$ cat src/rtl/tkpq_pkg.sv
// ----------------------------------------------------------------------------
// tkpq_pkg: types and constants for the three-key priority queue
// Holds the item types of both channels and the default sizes.
// ----------------------------------------------------------------------------
`timescale 1ns / 1ps

package tkpq_pkg;

  localparam int unsigned DefCapacity  = 16;
  localparam int unsigned DefStampBits = 16;

  localparam logic ActInsert = 1'b0;
  localparam logic ActPop    = 1'b1;

  typedef struct packed {
    logic       action;
    logic [7:0] entry_tag;
    logic [2:0] class_level;
    logic [7:0] severity;
  } tkpq_in_t;

  typedef struct packed {
    logic        out_valid;
    logic [7:0]  out_tag;
    logic [2:0]  out_class;
    logic [7:0]  out_severity;
    logic [15:0] out_stamp;
    logic        overflow;
    logic [4:0]  occupancy;
  } tkpq_out_t;

endpackage

$ cat src/rtl/three_key_priority_queue_core.sv
// ----------------------------------------------------------------------------
// three_key_priority_queue_core: bounded three-key priority queue
// Entries live in a synchronous memory; a pop scans it for the best entry.
// ----------------------------------------------------------------------------
// Channel  Direction  Payload     Handshake
// in       input      tkpq_in_t   in_valid_i / in_stall_o
// out      output     tkpq_out_t  out_valid_o / out_stall_i
//
// For an insert the free slot comes from the valid flops at once.
// For a pop the entry memory has one read port and is
// read one slot per cycle, with the best candidate kept in registers.
// Reset clears the valid flops, the counters and the control state at once.
// The next item is taken while a result waits in the output register; the
// block holds its next result until the waiting one has been taken.
// ----------------------------------------------------------------------------
`timescale 1ns / 1ps

module three_key_priority_queue_core
  import tkpq_pkg::*;
#(
  parameter int unsigned CAPACITY   = DefCapacity,
  parameter int unsigned STAMP_BITS = DefStampBits
) (
  input  logic      clk_i,
  input  logic      rst_ni,
  input  logic      in_valid_i,
  output logic      in_stall_o,
  input  tkpq_in_t  in_data_i,
  output logic      out_valid_o,
  input  logic      out_stall_i,
  output tkpq_out_t out_data_o
);

  localparam int unsigned IdxW = (CAPACITY > 1) ? $clog2(CAPACITY) : 1;
  localparam int unsigned CntW = $clog2(CAPACITY + 1);

  typedef struct packed {
    logic [7:0]            tag;
    logic [2:0]            cls;
    logic [7:0]            sev;
    logic [STAMP_BITS-1:0] stamp;
  } entry_t;

  typedef enum logic [2:0] {
    StIdle, StScan, StLast, StResult
  } state_e;

  entry_t entry_mem [CAPACITY];
  entry_t rd_data_q;

  state_e                state_q;
  logic [CAPACITY-1:0]   valid_q;
  logic [STAMP_BITS-1:0] counter_q;
  logic [CntW-1:0]       count_q;
  logic [IdxW-1:0]       rd_idx_q, prev_idx_q, best_idx_q;
  logic                  prev_live_q, found_q;
  entry_t                best_q;
  tkpq_out_t             res_q;
  logic                  res_pend_q;
  logic                  out_valid_q;
  tkpq_out_t             out_data_q;

  // Lowest free slot.
  logic            free_found;
  logic [IdxW-1:0] free_idx;
  always_comb begin
    free_found = 1'b0;
    free_idx   = '0;
    for (int i = CAPACITY - 1; i >= 0; i--) begin
      if (!valid_q[i]) begin
        free_found = 1'b1;
        free_idx   = IdxW'(i);
      end
    end
  end

  // Result of an insert, decided when the item is taken.
  tkpq_out_t ins_res;
  always_comb begin
    ins_res           = '0;
    ins_res.overflow  = !free_found;
    ins_res.occupancy = free_found ? 5'(count_q + 1'b1) : 5'(count_q);
  end

  // Strictly better: a later slot replaces only on a strict win.
  logic better;
  always_comb begin
    if (rd_data_q.cls != best_q.cls) begin
      better = rd_data_q.cls < best_q.cls;
    end else if (rd_data_q.sev != best_q.sev) begin
      better = rd_data_q.sev > best_q.sev;
    end else begin
      better = rd_data_q.stamp < best_q.stamp;
    end
  end

  logic accept_in;
  logic out_load;
  assign in_stall_o  = (state_q != StIdle);
  assign accept_in   = in_valid_i && !in_stall_o;
  assign out_load    = (state_q == StResult) && res_pend_q && (!out_valid_q || !out_stall_i);
  assign out_valid_o = out_valid_q;
  assign out_data_o  = out_data_q;

  logic do_write;
  logic [IdxW-1:0] wr_idx;
  entry_t wr_data;
  assign do_write = accept_in && (in_data_i.action == ActInsert) && free_found;
  assign wr_idx   = free_idx;
  assign wr_data  = '{tag: in_data_i.entry_tag, cls: in_data_i.class_level,
                      sev: in_data_i.severity, stamp: counter_q};

  always_ff @(posedge clk_i) begin
    if (do_write) begin
      entry_mem[wr_idx] <= wr_data;
    end
    rd_data_q <= entry_mem[rd_idx_q];
  end

  always_ff @(posedge clk_i or negedge rst_ni) begin
    if (!rst_ni) begin
      state_q     <= StIdle;
      valid_q     <= '0;
      counter_q   <= '0;
      count_q     <= '0;
      rd_idx_q    <= '0;
      prev_idx_q  <= '0;
      best_idx_q  <= '0;
      prev_live_q <= 1'b0;
      found_q     <= 1'b0;
      best_q      <= '0;
      res_q       <= '0;
      res_pend_q  <= 1'b0;
      out_valid_q <= 1'b0;
      out_data_q  <= '0;
    end else begin
      if (out_load) begin
        out_valid_q <= 1'b1;
        out_data_q  <= res_q;
      end else if (out_valid_q && !out_stall_i) begin
        out_valid_q <= 1'b0;
      end
      case (state_q)
        StIdle: begin
          if (accept_in) begin
            if (in_data_i.action == ActInsert) begin
              res_q <= ins_res;
              if (free_found) begin
                valid_q[free_idx] <= 1'b1;
                if (counter_q != '1) begin
                  counter_q <= counter_q + 1'b1;
                end
                count_q <= count_q + 1'b1;
              end
              state_q <= StResult;
            end else begin
              res_q       <= '0;
              rd_idx_q    <= '0;
              prev_live_q <= 1'b0;
              found_q     <= 1'b0;
              state_q     <= StScan;
            end
          end
        end
        StScan, StLast: begin
          // rd_data_q holds the slot addressed in the previous cycle.
          if (prev_live_q && valid_q[prev_idx_q] && (!found_q || better)) begin
            best_q     <= rd_data_q;
            best_idx_q <= prev_idx_q;
            found_q    <= 1'b1;
          end
          prev_idx_q  <= rd_idx_q;
          prev_live_q <= (state_q == StScan);
          if (state_q == StScan) begin
            if (rd_idx_q == IdxW'(CAPACITY - 1)) begin
              state_q <= StLast;
            end else begin
              rd_idx_q <= rd_idx_q + 1'b1;
            end
          end else begin
            state_q <= StResult;
          end
        end
        StResult: begin
          if (!res_pend_q && found_q && !prev_live_q) begin
            valid_q[best_idx_q]  <= 1'b0;
            count_q              <= count_q - 1'b1;
            res_q.out_valid      <= 1'b1;
            res_q.out_tag        <= best_q.tag;
            res_q.out_class      <= best_q.cls;
            res_q.out_severity   <= best_q.sev;
            res_q.out_stamp      <= 16'(best_q.stamp);
            res_q.occupancy      <= 5'(count_q - 1'b1);
            found_q              <= 1'b0;
            res_pend_q           <= 1'b1;
          end else if (!res_pend_q && !prev_live_q) begin
            res_q.occupancy <= 5'(count_q);
            res_pend_q      <= 1'b1;
          end else if (out_load) begin
            res_pend_q <= 1'b0;
            state_q    <= StIdle;
          end
          prev_live_q <= 1'b0;
        end
        default: state_q <= StIdle;
      endcase
    end
  end

endmodule
$ cat config.mk
export PLATFORM = sky130hd
export DESIGN_NAME = three_key_priority_queue_core
export DESIGN_NICKNAME = d
export VERILOG_FILES = /design/src/rtl/tkpq_pkg.sv /design/src/rtl/three_key_priority_queue_core.sv
export SDC_FILE = /design/constraint.sdc
export NUM_CORES = 1
export LEC_CHECK = 0
export BUFFER_PORTS_ARGS = -buffer_cell sky130_fd_sc_hd__buf_2
export CELL_PAD_IN_SITES_DETAIL_PLACEMENT = 0
export CELL_PAD_IN_SITES_GLOBAL_PLACEMENT = 1
export CORE_UTILIZATION = 40
export DETAILED_ROUTE_END_ITERATION = 16
export GPL_TIMING_DRIVEN = 0
export PLACE_DENSITY = 0.69
export REMOVE_ABC_BUFFERS = 1
export SYNTH_ARGS = -nofsm -noshare
export SYNTH_HDL_FRONTEND = slang
export SYNTH_SLANG_ARGS = --single-unit
$ cat constraint.sdc
create_clock -name clk_i -period 3.4 [get_ports clk_i]
set_input_delay 0.34 -clock clk_i [delete_from_list [all_inputs] [get_ports clk_i]]
set_output_delay 0.34 -clock clk_i [all_outputs]
set_load 0.02 [all_outputs]
After elaboration in Yosys (flattened, before gate mapping) --
Memory sizes are Yosys's and may differ from the RTL's. A register that Yosys moved wholly into a read port is not among the register bits. Index checks and enable logic that the tools add are counted.
Storage, ports and cells: flip-flop bits (word level) 175, logic and storage cells 191, output and inout bits 44, latch bits 0, memory bits (writable) 560, memories 1, ROM bits 0
Operators by class: $add $sub $neg 4, shift-type cells 0, $lt $le $gt $ge 8, divide/modulo/power cells 0, multiply operators 0, reduce and logical (&&, ||, !) cells 42, eq/ne operators 20, bitwise operators 4, muxes and demuxes 83
Memories:
- entry_mem | depth 16, width 35, read ports 1, clocked after memory_dff 1, wr ports 1, RTL line three_key_priority_queue_core.sv:48 | entry_t entry_mem [CAPACITY];
Operators with widths (number):
- $mux 4 | 20
- $pmux 36 s2 | 1
- $mux 16 | 4
- $mux 42 | 1
- $mux 36 | 1
- $mux 1 | 32
- $pmux 16 s2 | 1
- $mux 5 | 6
- $reduce_and 5->1 | 5
- $ne 2x2->1 const B | 10
- $pmux 5 s2 | 2
- $mux 3 | 6
- $add 16x1->16 const B | 1
- $and 16x16->16 | 1
- $lt 16x16->1 | 1
- $ne 16x16->1 const B | 1
- $not 16->16 | 1
- $or 16x16->16 | 1
- $lt 4x5->1 const B | 3
- $logic_and 1x1->1 | 13
- $pmux 3 s3 | 1
- $reduce_and 3->1 | 3
- $reduce_bool 3->1 | 3
- $demux 1 s4 | 2
- other kinds (27) | 41

Longest topological paths before layout --
depth after elaboration 25, mapped depth 10, mapped depth without buffers 8

Worst setup path after synthesis --
OpenSTA, ideal clock, no wires.
path kind flip-flop to flip-flop, from register valid_q[14], to memory entry_mem[10][0] (netlist bit), enable pin, buffers on the path 1, path slack 0.111 ns, clock period less this slack 3.289 ns, stages on the path, launching flop included 8, required time 2.973 ns, setup time 0.427 ns, arrival time 2.862 ns, cell sequence dfrtp_1 > nor2b_1 > o221a_2 > o211ai_1 > a21oi_1 > nand2b_1 > clkbuf_1 > nor2_1
On the way: longest elaborated chain between the ends 18
RTL lines:
- from (decl) | RTL line three_key_priority_queue_core.sv:52 | logic [CAPACITY-1:0] valid_q;
- from (signal assigned) | RTL line three_key_priority_queue_core.sv:123 | valid_q <= '0;
- from (signal, indexed assignment) | RTL line three_key_priority_queue_core.sv:149 | valid_q[free_idx] <= 1'b1;
- from (signal, indexed assignment) | RTL line three_key_priority_queue_core.sv:186 | valid_q[best_idx_q] <= 1'b0;
- $mux 1 (15 in series) | RTL line three_key_priority_queue_core.sv:70 | if (!valid_q[i]) begin
- $logic_and 1x1->1 | RTL line three_key_priority_queue_core.sv:108 | assign do_write = accept_in && (in_data_i.action == ActInsert) && free_found;
- $mux 1 | RTL line three_key_priority_queue_core.sv:114 | if (do_write) begin
- $mux 1 (not written as such) | RTL line three_key_priority_queue_core.sv:115 | entry_mem[wr_idx] <= wr_data;
- to (decl) | RTL line three_key_priority_queue_core.sv:48
Several ways; a longest one is shown, not always the timed one.

Final worst setup path --
from register valid_q[0], to memory entry_mem[13][23] (netlist bit), enable pin
On the way: longest elaborated chain between the ends 4
RTL lines (RTL line):
- $mux 1 | three_key_priority_queue_core.sv:70
- $logic_and 1x1->1 | three_key_priority_queue_core.sv:108
- $mux 1 | three_key_priority_queue_core.sv:114
- $mux 1 (not written as such) | three_key_priority_queue_core.sv:115
Several ways; a longest one is shown, not always the timed one.

==> results by group <==
Critical path
  – Worst path required time: 3710 ps
  – Worst-path fanout max: 18
  – CP startpoint kind: register
  – Cell Chain, Critical Path: nand4_1 > nor4b_1 > nand2_1 > nor2_4 > buf_12
  – Data arrival, critical path: 3560 ps
  – Kind of critical path: reg2reg
  – Crit path capture type: register
  – Crit-path max cell delay: 800 ps
  – Worst path bufs/invs: 1
  – Crit path max-delay family: simple AND/OR/NAND/NOR gates
  – CP max-delay cell: nor2_4

Power
  – Pwr dens: 787.0 nW/µm²
  – Comb power frac: 0.232
  – Maximum VDD drop: 0.3611 mV
  – Internal power: 19.62 mW
  – Total power: 27.56 mW
  – Leakage Power: 12.33 nW
  – Switch Pwr: 7.938 mW
  – Clk pwr share: 0.322
  – Sw Share: 0.2880
  – Register share of total power: 0.447

Cells and area
  – Post-layout util: 0.4759
  – P&R area growth vs syn: 16.91%
  – Commonest cells after routing, fill and taps aside: edfxtp_1 (560), mux4_2 (178), dfrtp_1 (170)
  – Commonest non-fill, non-tap cell in the layout: edfxtp_1
  – Antenna Diode Count: 0
  – Non-Filler Instances: 2725
  – Proportion of layout cells with a drive suffix above 1: 0.2984
  – Final #Nets: 1758
  – Fin area: 35020 µm²

Route
  – DR vias/cell: 5.508
  – Residual DRC: 0
  – TritonRoute pass-1 iters: 5
  – Remaining antenna violation count: 0
  – WL/cell: 24.32 µm
  – Vias: 15010
  – Initial drt markers: 1289
  – Total wire length: 66.27 mm

Yosys
  – Post-synthesis area per instance: 19.03 µm²
  – Number of synthesized flops with an enable pin: 560
  – Mapped Cells: 1574
  – Primary FF master, synth: edfxtp_1
  – Yosys warns: 0
  – Fraction of registers with async set or reset after synthesis: 0.2263
  – Number of synthesized register bits: 769
  – Synth cell types: 52
  – Sequential share of the synthesized area: 0.7302
  – Mapped cell area: 29950 µm²

Timing
  – Final Skew: 23.29 ps
  – Tmin final: 3251 ps
  – RSZ-0062 raised after global routing: false
  – FMAX: 0.3076 GHz
  – Max Slew Vio Count: 0
  – Setup-failing EPs final: 0
  – TNS Setup: 0 ps
  – Max-slew headroom: 0.08314
  – Final setup margin: 149.1 ps
  – Slew @ Worst Pin: 1363 ps
  – Fin. Hold Viols: 0
  – Fin crit share: 0.9561
  – Worst hold margin: 89.34 ps

Global routing
  – GRT Total Usage: 0.1818
  – Largest net degree at the start of global routing: 98
  – First-pass GRT wire length: 100.6 mm
  – Antenna violations before repair: 2
  – Vias in the first global route: 15780
  – Overflow left after global routing: 0

Clock network
  – Clock slew at reported path FFs: 60 ps
  – CTS Buf Count: 81
  – Skew-Pair Late Insertion Delay: 630 ps
  – CTS tree: done
  – Clk sinks: 769
  – Clock buffer depth: 3
  – Htree depth: 3
  – Clk root buf: clkbuf_16

Floorplanning
  – Initial Utilization: 0.4071
  – Core area: 73580 µm²
  – Die ar.: 75980 µm²
  – Rows: 99
  – Top Ports: 68
  – Die width: 275.7 µm
  – Die height: 275.7 µm

Hold path
  – HP Class: in2reg

Placement
  – Port bufs: 67
  – RD Place Congestion: 0.8079
  – Number of cells after detailed placement: 2566
  – Place WS: -207.9 ps
  – Post-DP HPWL: 39.01 mm
  – Placed cell area: 32230 µm²

Status
  – Outcome: finished clean

Job
  – Max Cap Viol: 0
==> cells in the mapped netlist (2+ instances only) <==
master | number | area share
o211ai_1 | 3 | 0.00075
and4_1 | 2 | 0.00058
buf_4 | 2 | 0.00050
nand4_1 | 15 | 0.0031
nand3_1 | 18 | 0.0030
a21o_1 | 2 | 0.00050
nand2_1 | 104 | 0.013
and3_1 | 7 | 0.0015
a21oi_1 | 27 | 0.0045
buf_2 | 8 | 0.0013
buf_1 | 14 | 0.0018
o21ai_0 | 64 | 0.011
xor2_1 | 2 | 0.00058
and2_1 | 2 | 0.00042
a22oi_1 | 5 | 0.0013
nor2_1 | 38 | 0.0048
o31ai_1 | 27 | 0.0068
mux2_2 | 77 | 0.029
o22ai_1 | 4 | 0.00084
mux2_4 | 10 | 0.0050
mux4_2 | 178 | 0.13
nor2b_1 | 7 | 0.0015
nor3_1 | 8 | 0.0013
o221a_2 | 2 | 0.00075
or3_1 | 2 | 0.00042
or4_1 | 2 | 0.00050
a41oi_1 | 2 | 0.00058
nand2b_1 | 5 | 0.0010
ha_1 | 35 | 0.015
nor3b_1 | 2 | 0.00050
xnor2_1 | 23 | 0.0067
clkbuf_1 | 46 | 0.0058
dfxtp_1 | 35 | 0.023
inv_1 | 41 | 0.0051
dfrtp_1 | 174 | 0.15
a31oi_1 | 5 | 0.0010
or4b_1 | 2 | 0.00067
edfxtp_1 | 560 | 0.56
==> flip-flops by register name, summed over array words and instances, names as in the netlist <==
signal       flops
out_data_o      42
entry_mem      560
rd_data_q       35
rd_idx_q         4
res_q           42
out_valid_o      1
valid_q         16
prev_idx_q       4
state_q          2
prev_live_q      1
res_pend_q       1
count_q          5
best_idx_q       4
best_q          35
counter_q       16
found_q          1
==> metal layers <==
layer  GRT usage  vias to the layer above  share of wire
met5           0                        -        0.00041
met4     0.04434                        4          0.020
met3     0.03184                      108          0.052
met2      0.2931                      401           0.49
met1      0.2572                     7983           0.44
li1            -                     6513              -
==> final cells by class <==
cell class | instances | area, µm²
inverters | 41 | 157.7
repair buffers | 113 | 1299
clock buffers | 118 | 2298
well taps | 959 | 1200
fillers | 6107 | 38560
flip-flops and latches | 769 | 21890
repair inverters | 1 | 5.005
multi-input cells | 692 | 7774
clock inverters | 32 | 399.1
==> final timing paths <==
kind	startpoint	endpoint	slack (ps)	cells after the start
min in group asynchronous	rst_ni	res_q[23]	310	2
worst max register to register	valid_q[0]	entry_mem[13][23]	150	5
worst min-delay path	in_data_i[9]	entry_mem[9][25]	90	1
max in group asynchronous	rst_ni	res_q[15]	2100	3
worst max-delay path	valid_q[0]	entry_mem[13][23]	150	5
worst min register to register	rd_data_q[29]	best_q[29]	460	1
==> power by group through the flow <==
stage	Sequential, mW	Combinational (mW)	Clock [mW]
final	12.3	6.38	8.87
after global routing	12.5	7.03	9.42
after CTS	12.3	6.49	9.06
after detailed placement	12.5	6.43	0
after global placement	13.0	5.78	0
after floorplan	12.7	4.21	0
==> cells by family after synthesis <==
group | count (synthesis) | synth area share
mux | 267 | 0.1690
fa+ha+maj | 35 | 0.01462
compound gates | 147 | 0.02970
buf+inv | 113 | 0.01554
simple gates | 218 | 0.03367
xor+xnor | 25 | 0.007310
flops | 769 | 0.7302
==> repair_timing <==
action | 4_1_cts | 5_1_grt
endpoints found under the setup margin | 31 | 30
hold buffers | 2 | 0
gates cloned | 1 | 0
resized for setup | 1 | 0
buffers inserted | 2 | 4
endpoints found under the hold margin | 78 | 0
pin swaps | 1 | 2
Note: power is estimated with default switching activity, not from simulation.
